File: config.mk
export PLATFORM = sky130hd
export DESIGN_NAME = character_lcd_controller_top
export DESIGN_NICKNAME = d
export VERILOG_FILES = /design/src/sv/chlcd_pkg.sv /design/src/sv/chlcd_ram.sv /design/src/sv/chlcd_queue.sv /design/src/sv/chlcd_front.sv /design/src/sv/chlcd_back.sv /design/src/sv/character_lcd_controller_top.sv
export VERILOG_INCLUDE_DIRS = /design/src /design/src/sv
export SDC_FILE = /design/constraint.sdc
export NUM_CORES = 2
export LEC_CHECK = 0
export BUFFER_PORTS_ARGS = -buffer_cell sky130_fd_sc_hd__buf_2
export CAP_MARGIN = 10
export CORE_UTILIZATION = 31
export DETAILED_ROUTE_END_ITERATION = 8
export PLACE_DENSITY_LB_ADDON = 0.15
export SYNTH_ARGS = -nofsm -noshare
export SYNTH_HDL_FRONTEND = slang
export SYNTH_HIERARCHICAL = 1
export SYNTH_SLANG_ARGS = --single-unit
File: constraint.sdc
create_clock -name clk -period 4.8 [get_ports clk]
set_clock_uncertainty 0.05 [all_clocks]
set_input_delay 0 -clock clk [delete_from_list [all_inputs] [get_ports clk]]
set_output_delay 0 -clock clk [all_outputs]
set_load 0.1 [all_outputs]
File: src/sv/character_lcd_controller_top_assert.svh
// Assertion macros for the character LCD controller top level.
// Expects signals named clk and rst_n in the scope of use.
`ifndef CHARACTER_LCD_CONTROLLER_TOP_ASSERT_SVH
`define CHARACTER_LCD_CONTROLLER_TOP_ASSERT_SVH
`ifndef SYNTHESIS
`define CHLCD_ASSERT_IMP(lbl, ante, cons, msg) \
    lbl: assert property (@(posedge clk) disable iff (!rst_n) (ante) |-> (cons)) \
        else $error(msg);
`define CHLCD_ASSERT_NXT(lbl, ante, cons, msg) \
    lbl: assert property (@(posedge clk) disable iff (!rst_n) (ante) |=> (cons)) \
        else $error(msg);
`else
`define CHLCD_ASSERT_IMP(lbl, ante, cons, msg)
`define CHLCD_ASSERT_NXT(lbl, ante, cons, msg)
`endif
`endif

File: src/sv/chlcd_pkg.sv
// Shared types, codes and defaults for the character LCD controller.
// No dependencies.
`default_nettype none

package chlcd_pkg;

    localparam int LINE_LENGTH_DEF   = 40;
    localparam int GLYPH_DEPTH_DEF   = 64;
    localparam int VISIBLE_CELLS_DEF = 16;
    localparam int QUEUE_DEPTH_DEF   = 2;

    localparam int LINE2_BASE = 'h40;

    localparam logic [7:0]  SPACE_CHAR = 8'h20;
    localparam logic [7:0]  BUSY_BIT   = 8'h80;
    localparam logic [15:0] BUSY_MAX   = 16'hFFFF;

    localparam logic [15:0] CLEAR_BUSY_RESET   = 16'd1520;
    localparam logic [15:0] COMMAND_BUSY_RESET = 16'd37;
    localparam logic [15:0] BUSY_EXTEND_RESET  = 16'd20;

    localparam logic [1:0] CFG_CLEAR_BUSY   = 2'd0;
    localparam logic [1:0] CFG_COMMAND_BUSY = 2'd1;
    localparam logic [1:0] CFG_BUSY_EXTEND  = 2'd2;

    localparam logic [1:0] ERR_OK       = 2'd0;
    localparam logic [1:0] ERR_FOUR_BIT = 2'd1;
    localparam logic [1:0] ERR_ONE_LINE = 2'd2;

    localparam logic [3:0] OP_TICK    = 4'd0;
    localparam logic [3:0] OP_STATUS  = 4'd1;
    localparam logic [3:0] OP_DATA    = 4'd2;
    localparam logic [3:0] OP_NOP     = 4'd3;
    localparam logic [3:0] OP_CLEAR   = 4'd4;
    localparam logic [3:0] OP_HOME    = 4'd5;
    localparam logic [3:0] OP_ENTRY   = 4'd6;
    localparam logic [3:0] OP_DISPLAY = 4'd7;
    localparam logic [3:0] OP_SHIFT   = 4'd8;
    localparam logic [3:0] OP_FUNC    = 4'd9;
    localparam logic [3:0] OP_CGRAM   = 4'd10;
    localparam logic [3:0] OP_DDRAM   = 4'd11;

    typedef struct packed {
        logic [3:0]  op;
        logic        rw;
        logic [7:0]  data;
        logic [15:0] elapsed;
    } item_t;

    typedef struct packed {
        logic full;
        logic empty;
    } qstat_t;

endpackage

`default_nettype wire

File: src/sv/chlcd_ram.sv
// Generic single-write, single-read RAM with registered read data.
// No dependencies.
`default_nettype none

module chlcd_ram #(
    parameter int WIDTH = 8,
    parameter int DEPTH = 64
) (
    input  logic                     clk,
    input  logic                     we,
    input  logic [$clog2(DEPTH)-1:0] waddr,
    input  logic [WIDTH-1:0]         wdata,
    input  logic                     re,
    input  logic [$clog2(DEPTH)-1:0] raddr,
    output logic [WIDTH-1:0]         rdata
);

    logic [WIDTH-1:0] mem_reg [DEPTH];
    logic [WIDTH-1:0] rdata_reg;

    always_ff @(posedge clk)
    begin
        if (we)
        begin
            mem_reg[waddr] <= wdata;
        end
        if (re)
        begin
            rdata_reg <= mem_reg[raddr];
        end
    end

    assign rdata = rdata_reg;

endmodule

`default_nettype wire

File: src/sv/chlcd_queue.sv
// Short FIFO of decoded beats between front and back.
// Depends on chlcd_pkg.
`default_nettype none

module chlcd_queue #(
    parameter int DEPTH = chlcd_pkg::QUEUE_DEPTH_DEF
) (
    input  logic              clk,
    input  logic              rst_n,
    input  logic              push,
    input  chlcd_pkg::item_t  push_item,
    input  logic              pop,
    output chlcd_pkg::item_t  head_item,
    output chlcd_pkg::qstat_t qstat
);
    import chlcd_pkg::*;

    localparam int PW = (DEPTH > 1) ? $clog2(DEPTH) : 1;
    localparam int CW = $clog2(DEPTH + 1);
    localparam logic [PW-1:0] LAST_PTR = PW'(DEPTH - 1);
    localparam logic [CW-1:0] FULL_CNT = CW'(DEPTH);

    item_t          mem_reg [DEPTH];
    logic [PW-1:0]  wr_ptr_reg, wr_ptr_next;
    logic [PW-1:0]  rd_ptr_reg, rd_ptr_next;
    logic [CW-1:0]  count_reg, count_next;

    always_comb
    begin
        wr_ptr_next = wr_ptr_reg;
        rd_ptr_next = rd_ptr_reg;
        count_next  = count_reg;
        if (push)
        begin
            wr_ptr_next = (wr_ptr_reg == LAST_PTR) ? '0 : wr_ptr_reg + 1'b1;
        end
        if (pop)
        begin
            rd_ptr_next = (rd_ptr_reg == LAST_PTR) ? '0 : rd_ptr_reg + 1'b1;
        end
        if (push && !pop)
        begin
            count_next = count_reg + 1'b1;
        end
        else if (pop && !push)
        begin
            count_next = count_reg - 1'b1;
        end
    end

    always_ff @(posedge clk or negedge rst_n)
    begin
        if (!rst_n)
        begin
            wr_ptr_reg <= '0;
            rd_ptr_reg <= '0;
            count_reg  <= '0;
        end
        else
        begin
            wr_ptr_reg <= wr_ptr_next;
            rd_ptr_reg <= rd_ptr_next;
            count_reg  <= count_next;
        end
    end

    always_ff @(posedge clk)
    begin
        if (push)
        begin
            mem_reg[wr_ptr_reg] <= push_item;
        end
    end

    assign head_item   = mem_reg[rd_ptr_reg];
    assign qstat.full  = (count_reg == FULL_CNT);
    assign qstat.empty = (count_reg == '0);

endmodule

`default_nettype wire

File: src/sv/chlcd_front.sv
// Front end: accepts bus beats and classifies them into operation codes.
// Depends on chlcd_pkg.
`default_nettype none

module chlcd_front (
    input  logic             in_valid,
    output logic             in_ready,
    input  logic             mode,
    input  logic             register_select,
    input  logic             read_not_write,
    input  logic [7:0]       bus_data,
    input  logic [15:0]      elapsed_us,
    input  logic             q_full,
    output logic             push,
    output chlcd_pkg::item_t item
);
    import chlcd_pkg::*;

    logic [3:0] cmd_op;

    // command decoded by highest set bit
    always_comb
    begin
        if (bus_data[7])      cmd_op = OP_DDRAM;
        else if (bus_data[6]) cmd_op = OP_CGRAM;
        else if (bus_data[5]) cmd_op = OP_FUNC;
        else if (bus_data[4]) cmd_op = OP_SHIFT;
        else if (bus_data[3]) cmd_op = OP_DISPLAY;
        else if (bus_data[2]) cmd_op = OP_ENTRY;
        else if (bus_data[1]) cmd_op = OP_HOME;
        else if (bus_data[0]) cmd_op = OP_CLEAR;
        else                  cmd_op = OP_NOP;
    end

    always_comb
    begin
        item.rw      = read_not_write;
        item.data    = bus_data;
        item.elapsed = elapsed_us;
        if (!mode)                item.op = OP_TICK;
        else if (register_select) item.op = OP_DATA;
        else if (read_not_write)  item.op = OP_STATUS;
        else                      item.op = cmd_op;
    end

    assign in_ready = !q_full;
    assign push     = in_valid && !q_full;

endmodule

`default_nettype wire

File: src/sv/chlcd_back.sv
// Back end: controller state, display and glyph RAMs, busy timer, result register.
// Depends on chlcd_pkg and chlcd_ram.
`default_nettype none

module chlcd_back #(
    parameter int LINE_LENGTH   = chlcd_pkg::LINE_LENGTH_DEF,
    parameter int GLYPH_DEPTH   = chlcd_pkg::GLYPH_DEPTH_DEF,
    parameter int VISIBLE_CELLS = chlcd_pkg::VISIBLE_CELLS_DEF
) (
    input  logic             clk,
    input  logic             rst_n,
    input  logic             cfg_we,
    input  logic [1:0]       cfg_index,
    input  logic [15:0]      cfg_data,
    input  logic             q_empty,
    input  chlcd_pkg::item_t item,
    output logic             pop,
    output logic             out_valid,
    input  logic             out_ready,
    output logic [7:0]       read_data,
    output logic             was_busy,
    output logic [1:0]       error_code,
    output logic             display_enabled,
    output logic             cursor_visible,
    output logic             cursor_blinking,
    output logic [3:0]       cursor_column,
    output logic [5:0]       display_offset,
    output logic             cursor_on_first_line
);
    import chlcd_pkg::*;

    localparam int DD_DEPTH = 2 * LINE_LENGTH;
    localparam int DD_AW    = $clog2(DD_DEPTH);
    localparam int GL_AW    = $clog2(GLYPH_DEPTH);
    localparam int CELL_W   = $clog2(VISIBLE_CELLS);

    localparam logic [7:0] LL_8        = 8'(LINE_LENGTH);
    localparam logic [7:0] LL_LAST_8   = 8'(LINE_LENGTH - 1);
    localparam logic [7:0] L2_BASE_8   = 8'(LINE2_BASE);
    localparam logic [7:0] L2_PREV_8   = 8'(LINE2_BASE - 1);
    localparam logic [7:0] L2_END_8    = 8'(LINE2_BASE + LINE_LENGTH);
    localparam logic [7:0] L2_LAST_8   = 8'(LINE2_BASE + LINE_LENGTH - 1);
    localparam logic [7:0] GD_8        = 8'(GLYPH_DEPTH);
    localparam logic [5:0] SHIFT_LAST  = 6'(LINE_LENGTH - 1);
    localparam logic [CELL_W-1:0] CELL_LAST = CELL_W'(VISIBLE_CELLS - 1);

    localparam logic S_EXEC = 1'b0;
    localparam logic S_FIN  = 1'b1;

    logic        state_reg, state_next;

    logic [15:0] clear_busy_reg, command_busy_reg, busy_extend_reg;

    logic [7:0]        ac_reg, ac_next;
    logic [CELL_W-1:0] cell_reg, cell_next;
    logic [5:0]        shift_reg, shift_next;
    logic              first_reg, first_next;
    logic              gsel_reg, gsel_next;
    logic              inc_reg, inc_next;
    logic              shf_reg, shf_next;
    logic [2:0]        disp_reg, disp_next;
    logic              eight_reg, eight_next;
    logic [15:0]       busy_reg, busy_next;
    logic [DD_DEPTH-1:0]    dd_valid_reg, dd_valid_next;
    logic [GLYPH_DEPTH-1:0] gl_valid_reg, gl_valid_next;

    logic [7:0] pend_rd_reg, pend_rd_next;
    logic       pend_busy_reg, pend_busy_next;
    logic [1:0] pend_err_reg, pend_err_next;
    logic       pend_ram_reg, pend_ram_next;
    logic       pend_valid_reg, pend_valid_next;
    logic       pend_glyph_reg, pend_glyph_next;

    logic       out_valid_reg, out_valid_next;
    logic [7:0] rd_out_reg;
    logic       busy_out_reg;
    logic [1:0] err_out_reg;

    logic              busy;
    logic [16:0]       ext_sum;
    logic [15:0]       busy_ext;
    logic              dd_hit1, dd_hit2, dd_hit, gl_hit;
    logic [7:0]        dd_off, dd_lin, ac_step, dd_cmd_ac;
    logic [DD_AW-1:0]  dd_idx;
    logic [GL_AW-1:0]  gl_idx;
    logic              dd_we, dd_re, gl_we, gl_re;
    logic [7:0]        dd_q, gl_q, ram_byte;
    logic              load;
    logic [CELL_W+3:0] cell_ext;

    assign busy     = (busy_reg != '0);
    assign ext_sum  = {1'b0, busy_reg} + {1'b0, busy_extend_reg};
    assign busy_ext = ext_sum[16] ? BUSY_MAX : ext_sum[15:0];

    assign dd_hit1 = (ac_reg < LL_8);
    assign dd_hit2 = (ac_reg >= L2_BASE_8) && (ac_reg < L2_END_8);
    assign dd_hit  = dd_hit1 || dd_hit2;
    assign dd_off  = ac_reg - L2_BASE_8 + LL_8;
    assign dd_lin  = dd_hit1 ? ac_reg : dd_off;
    assign dd_idx  = dd_lin[DD_AW-1:0];
    assign gl_hit  = (ac_reg < GD_8);
    assign gl_idx  = ac_reg[GL_AW-1:0];
    assign dd_cmd_ac = {1'b0, item.data[6:0]};

    // a waiting result holds the back so the live flag fields stay put
    assign pop  = (state_reg == S_EXEC) && !q_empty && (!out_valid_reg || out_ready);
    assign load = (state_reg == S_FIN) && (!out_valid_reg || out_ready);

    always_comb
    begin
        state_next      = state_reg;
        ac_next         = ac_reg;
        cell_next       = cell_reg;
        shift_next      = shift_reg;
        first_next      = first_reg;
        gsel_next       = gsel_reg;
        inc_next        = inc_reg;
        shf_next        = shf_reg;
        disp_next       = disp_reg;
        eight_next      = eight_reg;
        busy_next       = busy_reg;
        dd_valid_next   = dd_valid_reg;
        gl_valid_next   = gl_valid_reg;
        pend_rd_next    = pend_rd_reg;
        pend_busy_next  = pend_busy_reg;
        pend_err_next   = pend_err_reg;
        pend_ram_next   = pend_ram_reg;
        pend_valid_next = pend_valid_reg;
        pend_glyph_next = pend_glyph_reg;
        dd_we           = 1'b0;
        dd_re           = 1'b0;
        gl_we           = 1'b0;
        gl_re           = 1'b0;
        ac_step         = ac_reg;

        if (pop)
        begin
            state_next      = S_FIN;
            pend_rd_next    = item.data;
            pend_busy_next  = busy;
            pend_err_next   = ERR_OK;
            pend_ram_next   = 1'b0;
            pend_valid_next = 1'b0;
            pend_glyph_next = gsel_reg;
            case (item.op)
                OP_TICK:
                begin
                    busy_next = (item.elapsed >= busy_reg) ? '0 : busy_reg - item.elapsed;
                end
                OP_STATUS:
                begin
                    if (!eight_reg)
                        pend_err_next = ERR_FOUR_BIT;
                    else
                        pend_rd_next = ac_reg | (busy ? BUSY_BIT : 8'h00);
                end
                OP_DATA:
                begin
                    if (!eight_reg)
                    begin
                        pend_err_next = ERR_FOUR_BIT;
                    end
                    else if (busy)
                    begin
                        busy_next = busy_ext;
                    end
                    else
                    begin
                        busy_next = command_busy_reg;
                        if (gsel_reg)
                        begin
                            if (item.rw)
                            begin
                                pend_rd_next    = 8'h00;
                                pend_ram_next   = gl_hit;
                                pend_valid_next = gl_hit && gl_valid_reg[gl_idx];
                                gl_re           = gl_hit;
                            end
                            else if (gl_hit)
                            begin
                                gl_we                 = 1'b1;
                                gl_valid_next[gl_idx] = 1'b1;
                            end
                        end
                        else
                        begin
                            if (item.rw)
                            begin
                                pend_rd_next    = 8'h00;
                                pend_ram_next   = dd_hit;
                                pend_valid_next = dd_hit && dd_valid_reg[dd_idx];
                                dd_re           = dd_hit;
                            end
                            else if (dd_hit)
                            begin
                                dd_we                 = 1'b1;
                                dd_valid_next[dd_idx] = 1'b1;
                            end
                        end
                        if (inc_reg)
                        begin
                            if (shf_reg)
                                shift_next = (shift_reg == SHIFT_LAST) ? '0 : shift_reg + 1'b1;
                            else if (cell_reg < CELL_LAST)
                                cell_next = cell_reg + 1'b1;
                            ac_step = ac_reg + 8'd1;
                        end
                        else
                        begin
                            if (shf_reg)
                                shift_next = (shift_reg == '0) ? SHIFT_LAST : shift_reg - 1'b1;
                            else if (cell_reg != '0)
                                cell_next = cell_reg - 1'b1;
                            ac_step = ac_reg - 8'd1;
                        end
                        ac_next = ac_step;
                        if (first_reg)
                        begin
                            if (ac_step == 8'hFF)
                                ac_next = LL_LAST_8;
                            else if (ac_step == LL_8)
                                ac_next = 8'h00;
                        end
                        else
                        begin
                            if (ac_step == L2_PREV_8)
                                ac_next = L2_LAST_8;
                            else if (ac_step == L2_END_8)
                                ac_next = L2_BASE_8;
                        end
                    end
                end
                default:
                begin
                    if (busy)
                    begin
                        busy_next = busy_ext;
                    end
                    else if (!eight_reg)
                    begin
                        pend_err_next = ERR_FOUR_BIT;
                    end
                    else
                    begin
                        case (item.op)
                            OP_CLEAR:
                            begin
                                gsel_next     = 1'b0;
                                dd_valid_next = '0;
                                ac_next       = 8'h00;
                                cell_next     = '0;
                                first_next    = 1'b1;
                                busy_next     = clear_busy_reg;
                            end
                            OP_HOME:
                            begin
                                gsel_next  = 1'b0;
                                ac_next    = 8'h00;
                                cell_next  = '0;
                                first_next = 1'b1;
                                shift_next = '0;
                                busy_next  = clear_busy_reg;
                            end
                            OP_ENTRY:
                            begin
                                gsel_next = 1'b0;
                                inc_next  = item.data[1];
                                shf_next  = item.data[0];
                                busy_next = command_busy_reg;
                            end
                            OP_DISPLAY:
                            begin
                                gsel_next = 1'b0;
                                disp_next = item.data[2:0];
                                busy_next = command_busy_reg;
                            end
                            OP_SHIFT:
                            begin
                                gsel_next = 1'b0;
                                shf_next  = item.data[3];
                                inc_next  = item.data[2];
                                busy_next = command_busy_reg;
                            end
                            OP_FUNC:
                            begin
                                eight_next = item.data[4];
                                if (!item.data[3])
                                    pend_err_next = ERR_ONE_LINE;
                                else
                                    busy_next = command_busy_reg;
                            end
                            OP_CGRAM:
                            begin
                                ac_next   = {2'b00, item.data[5:0]};
                                gsel_next = 1'b1;
                                busy_next = command_busy_reg;
                            end
                            OP_DDRAM:
                            begin
                                ac_next = dd_cmd_ac;
                                if (dd_cmd_ac < LL_8)
                                begin
                                    first_next = 1'b1;
                                    shift_next = dd_cmd_ac[5:0];
                                end
                                else if ((dd_cmd_ac >= L2_BASE_8) && (dd_cmd_ac < L2_END_8))
                                begin
                                    first_next = 1'b0;
                                    shift_next = 6'(dd_cmd_ac - L2_BASE_8);
                                end
                                gsel_next = 1'b0;
                                busy_next = command_busy_reg;
                            end
                            default:
                            begin
                                busy_next = busy_reg;
                            end
                        endcase
                    end
                end
            endcase
        end
        else if (load)
        begin
            state_next = S_EXEC;
        end
    end

    always_comb
    begin
        out_valid_next = out_valid_reg && !out_ready;
        if (load)
            out_valid_next = 1'b1;
    end

    // unwritten entries read as their cleared value
    always_comb
    begin
        if (pend_valid_reg)
            ram_byte = pend_glyph_reg ? gl_q : dd_q;
        else
            ram_byte = pend_glyph_reg ? 8'h00 : SPACE_CHAR;
    end

    always_ff @(posedge clk or negedge rst_n)
    begin
        if (!rst_n)
        begin
            state_reg        <= S_EXEC;
            out_valid_reg    <= 1'b0;
            clear_busy_reg   <= CLEAR_BUSY_RESET;
            command_busy_reg <= COMMAND_BUSY_RESET;
            busy_extend_reg  <= BUSY_EXTEND_RESET;
            ac_reg           <= 8'h00;
            cell_reg         <= '0;
            shift_reg        <= '0;
            first_reg        <= 1'b1;
            gsel_reg         <= 1'b0;
            inc_reg          <= 1'b1;
            shf_reg          <= 1'b0;
            disp_reg         <= '0;
            eight_reg        <= 1'b1;
            busy_reg         <= '0;
            dd_valid_reg     <= '0;
            gl_valid_reg     <= '0;
        end
        else
        begin
            state_reg     <= state_next;
            out_valid_reg <= out_valid_next;
            if (cfg_we)
            begin
                case (cfg_index)
                    CFG_CLEAR_BUSY:   clear_busy_reg   <= cfg_data;
                    CFG_COMMAND_BUSY: command_busy_reg <= cfg_data;
                    CFG_BUSY_EXTEND:  busy_extend_reg  <= cfg_data;
                    default:          busy_extend_reg  <= busy_extend_reg;
                endcase
            end
            ac_reg       <= ac_next;
            cell_reg     <= cell_next;
            shift_reg    <= shift_next;
            first_reg    <= first_next;
            gsel_reg     <= gsel_next;
            inc_reg      <= inc_next;
            shf_reg      <= shf_next;
            disp_reg     <= disp_next;
            eight_reg    <= eight_next;
            busy_reg     <= busy_next;
            dd_valid_reg <= dd_valid_next;
            gl_valid_reg <= gl_valid_next;
        end
    end

    always_ff @(posedge clk)
    begin
        pend_rd_reg    <= pend_rd_next;
        pend_busy_reg  <= pend_busy_next;
        pend_err_reg   <= pend_err_next;
        pend_ram_reg   <= pend_ram_next;
        pend_valid_reg <= pend_valid_next;
        pend_glyph_reg <= pend_glyph_next;
        if (load)
        begin
            rd_out_reg   <= pend_ram_reg ? ram_byte : pend_rd_reg;
            busy_out_reg <= pend_busy_reg;
            err_out_reg  <= pend_err_reg;
        end
    end

    chlcd_ram #(
        .WIDTH (8),
        .DEPTH (DD_DEPTH)
    ) u_display_ram (
        .clk   (clk),
        .we    (dd_we),
        .waddr (dd_idx),
        .wdata (item.data),
        .re    (dd_re),
        .raddr (dd_idx),
        .rdata (dd_q)
    );

    chlcd_ram #(
        .WIDTH (8),
        .DEPTH (GLYPH_DEPTH)
    ) u_glyph_ram (
        .clk   (clk),
        .we    (gl_we),
        .waddr (gl_idx),
        .wdata (item.data),
        .re    (gl_re),
        .raddr (gl_idx),
        .rdata (gl_q)
    );

    // flag fields follow live state; no item runs until the result beat is taken
    assign cell_ext             = {4'b0000, cell_reg};
    assign out_valid            = out_valid_reg;
    assign read_data            = rd_out_reg;
    assign was_busy             = busy_out_reg;
    assign error_code           = err_out_reg;
    assign display_enabled      = disp_reg[2];
    assign cursor_visible       = disp_reg[1];
    assign cursor_blinking      = disp_reg[0];
    assign cursor_column        = cell_ext[3:0];
    assign display_offset       = shift_reg;
    assign cursor_on_first_line = first_reg;

endmodule

`default_nettype wire

File: src/sv/character_lcd_controller_top.sv
// Top level of the two-line character LCD controller, 8-bit bus mode.
// Depends on chlcd_pkg, chlcd_front, chlcd_queue, chlcd_back and the assertion header.
`default_nettype none
`include "character_lcd_controller_top_assert.svh"

// Each input beat is a time tick or one bus strobe and yields exactly one result
// beat. The front takes a beat in any cycle the decoded-beat queue has room; the
// back runs each beat through an execute state (execute and RAM read) and a finish
// state (load of the result register), set by the registered read of the display
// and glyph RAMs; no new beat runs before that load. A full result register stalls the
// back only; the queue keeps accepting. A clear command blanks the display RAM at
// once through per-entry valid flags, so there is no clearing pass after reset or
// clear. Configuration writes are taken at any edge with cfg_we high.
module character_lcd_controller_top #(
    parameter int LINE_LENGTH   = chlcd_pkg::LINE_LENGTH_DEF,
    parameter int GLYPH_DEPTH   = chlcd_pkg::GLYPH_DEPTH_DEF,
    parameter int VISIBLE_CELLS = chlcd_pkg::VISIBLE_CELLS_DEF,
    parameter int QUEUE_DEPTH   = chlcd_pkg::QUEUE_DEPTH_DEF
) (
    input  logic        clk,
    input  logic        rst_n,
    input  logic        cfg_we,
    input  logic [1:0]  cfg_index,
    input  logic [15:0] cfg_data,
    input  logic        in_valid,
    output logic        in_ready,
    input  logic        mode,
    input  logic        register_select,
    input  logic        read_not_write,
    input  logic [7:0]  bus_data,
    input  logic [15:0] elapsed_us,
    output logic        out_valid,
    input  logic        out_ready,
    output logic [7:0]  read_data,
    output logic        was_busy,
    output logic [1:0]  error_code,
    output logic        display_enabled,
    output logic        cursor_visible,
    output logic        cursor_blinking,
    output logic [3:0]  cursor_column,
    output logic [5:0]  display_offset,
    output logic        cursor_on_first_line
);
    import chlcd_pkg::*;

    logic   push;
    logic   pop;
    item_t  in_item;
    item_t  head_item;
    qstat_t qstat;

    chlcd_front u_front (
        .in_valid        (in_valid),
        .in_ready        (in_ready),
        .mode            (mode),
        .register_select (register_select),
        .read_not_write  (read_not_write),
        .bus_data        (bus_data),
        .elapsed_us      (elapsed_us),
        .q_full          (qstat.full),
        .push            (push),
        .item            (in_item)
    );

    chlcd_queue #(
        .DEPTH (QUEUE_DEPTH)
    ) u_queue (
        .clk       (clk),
        .rst_n     (rst_n),
        .push      (push),
        .push_item (in_item),
        .pop       (pop),
        .head_item (head_item),
        .qstat     (qstat)
    );

    chlcd_back #(
        .LINE_LENGTH   (LINE_LENGTH),
        .GLYPH_DEPTH   (GLYPH_DEPTH),
        .VISIBLE_CELLS (VISIBLE_CELLS)
    ) u_back (
        .clk                  (clk),
        .rst_n                (rst_n),
        .cfg_we               (cfg_we),
        .cfg_index            (cfg_index),
        .cfg_data             (cfg_data),
        .q_empty              (qstat.empty),
        .item                 (head_item),
        .pop                  (pop),
        .out_valid            (out_valid),
        .out_ready            (out_ready),
        .read_data            (read_data),
        .was_busy             (was_busy),
        .error_code           (error_code),
        .display_enabled      (display_enabled),
        .cursor_visible       (cursor_visible),
        .cursor_blinking      (cursor_blinking),
        .cursor_column        (cursor_column),
        .display_offset       (display_offset),
        .cursor_on_first_line (cursor_on_first_line)
    );

    `CHLCD_ASSERT_IMP(a_push_room, push, !qstat.full, "beat pushed into full queue")
    `CHLCD_ASSERT_IMP(a_pop_data, pop, !qstat.empty, "pop from empty queue")
    `CHLCD_ASSERT_NXT(a_pop_spacing, pop, !pop, "back popped on consecutive cycles")
    `CHLCD_ASSERT_IMP(a_pop_out_free, pop, !out_valid || out_ready,
        "back took a new beat while a result beat waits")

endmodule

`default_nettype wire
==> results.ini <==
[outcome]
run_status = completed

[global_routing]
maximum_number_of_pins_on_one_net_before_global_route_repair = 121
wire_length_of_the_first_global_routing_pass_um = 249000
grt_util_all_layers_pct = 16.7
first_global_vias = 35100
antenna_found_initial = 9
overflow_left_after_global_routing = 0

[critical_path]
worst_setup_path_start_kind = register
cp-end-kind = register
timing.setup.critical_path_class = reg2reg
worst-path-max-fanout = 8
worstPathRequired_ns = 5.16
timing.critical_path.arrival_ns = 4.28

[die]
die_height_um = 450
ios = 77
core_um2 = 200000
die_width_um = 450
die_area_um2 = 202000
initial_core_util_pct = 31.2
std_cell_rows = 164

[detailed_routing]
met2_length_um = 79800
drt_iter0_drc = 2901
met3RoutedLength_um = 8630
dr.max_layer_used = met5
detail_route.wirelength.met1_um = 76500
totalWireLength_um = 170000
vias_per_cell = 5.07
route.vias.total = 34300
detailedRoute.firstPassIterationCount = 5
drtAntennaViolNets = 0
drt_drc_violations_left = 0
wl_per_cell_um = 25.2

[clock_network]
clk_pin_slew_worst_paths_ns = 0.06
post_cts_resized = 0
cts_inserted_buffers = 162
cts_tree = yes
cts-htree-levels = 4
clock_latency_ns = 0.80
tritoncts_num_sinks = 1491
cts-root-to-sink-buffers = 3
cts_root_buf = clkbuf_16

[yosys]
postSynth.topFlopCell = edfxtp_1
ys_ff_latch = 1491
number_of_nets_in_the_synthesized_netlist = 3763
yosys.cell_types.count = 92
ys_async_sr_fraction_pct = 16.1
synth.yosys.warnings = 6
post_synth.cell_area_avg_um2 = 17.0
edff_count_synth = 1251
synth_seq_area_share_pct = 70.1
synthesis.area_um2 = 62200
synthCells = 3661

[power]
switchingPower_mw = 9.34
share_clk_of_total_power_pct = 36.9
vdd.ir_drop.worst_mv = 0.327
total_leakage_power_nw = 25.7
internal_power_mw = 24.5
pwr-share-seq_pct = 47.5
switching_power_share_of_the_total_pct = 27.6
power.combinational.fraction_pct = 15.6
pwr_density_cell_nw_per_um2 = 466

[final_layout]
final_core_util_pct = 36.4
most_common_cell_after_layout_fill_and_taps_aside = edfxtp_1
design_area_um2 = 72700
drive_gt1_share_pct = 23.4
filler_cell_count = 18700
largest_register_ff_count = 640
final_cell_mix = 1251 x edfxtp_1, 342 x nor2_1, 294 x mux4_2
synthToLayoutAreaGrowth_pct = 16.8
num-nets-final = 4070

[timing]
fin_worst_hold_slack_ns = 0.0652
tcrit_tclk_final_pct = 81.6
fin_ws_ns = 0.882
max_slew.worst_pin.slew_ns = 1.13
fmax_mhz = 255
report.final.setup_viol = 0
setup_total_negative_slack_ns = 0
rsz_0062_raised_after_global_routing = no
slew-limit-headroom_pct = 24.5
min_period_ns = 3.92
final_hold_viol_count = 0
count_of_pins_over_their_slew_limit = 0

[placed_design]
gpl.final_weighted_congestion = 0.814
detailedPlace.worstSlack_ns = 0.880
portBuffers = 76
postPlaceCellArea_um2 = 66400
place.detailed.hpwl_um = 107000

[flow_run]
cap_violations = 0

[hold_path]
min-delay-path-class = in2reg

## cell type report
cell class / instances / area, um2 / share of cell area (%)
antenna: 3 / 7.51 / 0.0103
clock buffer: 199 / 4340 / 5.97
clock inverter: 97 / 958 / 1.32
inverter: 60 / 228 / 0.313
multi-input combinational: 1910 / 17400 / 23.9
sequential: 1491 / 43600 / 60.0
tap: 2656 / 3320 / 4.57
timing repair buffer: 343 / 2810 / 3.87
## worst max-delay path, cell delays in order, from the launching register on
cell,delay [ns]
dfrtp_1,0.45
nor4_1,0.44
and4_1,0.36
nand3_2,0.19
nor3b_4,0.62
nand2_1,0.23
or3_1,0.51
nor2_1,0.67
## power by group through the flow
stage / combinational [mW] / sequential [mW] / clock, mW
after global routing: 5.85 / 16.1 / 13.3
after CTS: 5.45 / 16.1 / 12.9
after floorplan: 3.11 / 16.5 / 0
after global placement: 5.38 / 16.4 / 0
after detailed placement: 5.37 / 16.4 / 0
final: 5.29 / 16.1 / 12.5
## cell usage after synthesis, types with 15 or more instances
cell | n | share of area [%]
o21bai_1 | 35 | 0.42
o21ai_0 | 62 | 0.50
mux4_2 | 294 | 11
mux2_4 | 29 | 0.70
a22o_1 | 17 | 0.24
a221oi_1 | 21 | 0.30
mux2i_1 | 71 | 1.1
a22oi_1 | 73 | 0.88
xnor2_1 | 29 | 0.41
nor2_1 | 343 | 2.1
nand2_1 | 128 | 0.77
a31oi_1 | 32 | 0.32
nand3_1 | 48 | 0.39
mux2_2 | 66 | 1.2
a21o_1 | 46 | 0.56
nand4_1 | 21 | 0.21
dfrtp_1 | 226 | 9.1
nor3_1 | 37 | 0.30
inv_1 | 57 | 0.34
clkbuf_1 | 62 | 0.37
a21oi_1 | 147 | 1.2
edfxtp_1 | 1251 | 60
o221ai_1 | 16 | 0.23
nand2b_1 | 19 | 0.19
nor2b_1 | 32 | 0.32
buf_2 | 67 | 0.54
buf_1 | 15 | 0.090
buf_4 | 41 | 0.49
o22ai_1 | 55 | 0.55
ha_1 | 48 | 0.97
## through the flow
| step | power, mW | std cells |
|---|---|---|
| after global placement | 21.7 | 6366 |
| final | 33.9 | 6759 |
| after global routing | 35.3 | 6758 |
| after floorplan | 19.6 | 3661 |
| after CTS | 34.4 | 6756 |
| after detailed placement | 21.7 | 6366 |
## per-layer routing
metal,global-route usage [%],up-vias
li1,-,15200
met1,23.2,18100
met2,26.2,781
met3,3.10,250
met4,5.35,4
met5,0,-
## worst paths after layout
path	from	to	slack (ns)	cells after the start
worst max-delay path	u_back/busy_reg[1]	u_back/u_glyph_ram/mem_reg[38][5]	0.88	7
worst min-delay path	bus_data[6]	u_queue/mem_reg[1][22]	0.07	2
worst max register to register	u_back/busy_reg[1]	u_back/u_glyph_ram/mem_reg[38][5]	0.88	7
worst min register to register	u_back/pend_err_reg[0]	u_back/error_code[0]	0.37	0
max in group asynchronous	rst_n	u_back/ac_reg[4]	3.61	4
min in group asynchronous	rst_n	u_back/command_busy_reg[5]	0.32	3
## timing repair
item / 4_1_cts / 5_1_grt
endpoints found under the hold margin: 356 / 0
setup endpoints to repair: 0 / 0
hold buffers: 94 / 0
setup buffers: 0 / 0
## kinds of logic after synthesis
family | count (synthesis) | share of synthesized area [%]
multiplexers | 460 | 13.7
XOR/XNOR | 44 | 0.632
adder cells (fa/ha/maj) | 52 | 1.09
buffers and inverters | 260 | 2.15
flip-flops | 1491 | 70.1
AND/OR/NAND/NOR | 758 | 5.94
AO/OA/AOI/OAI | 596 | 6.44
Note: power is estimated with default switching activity, not from simulation.
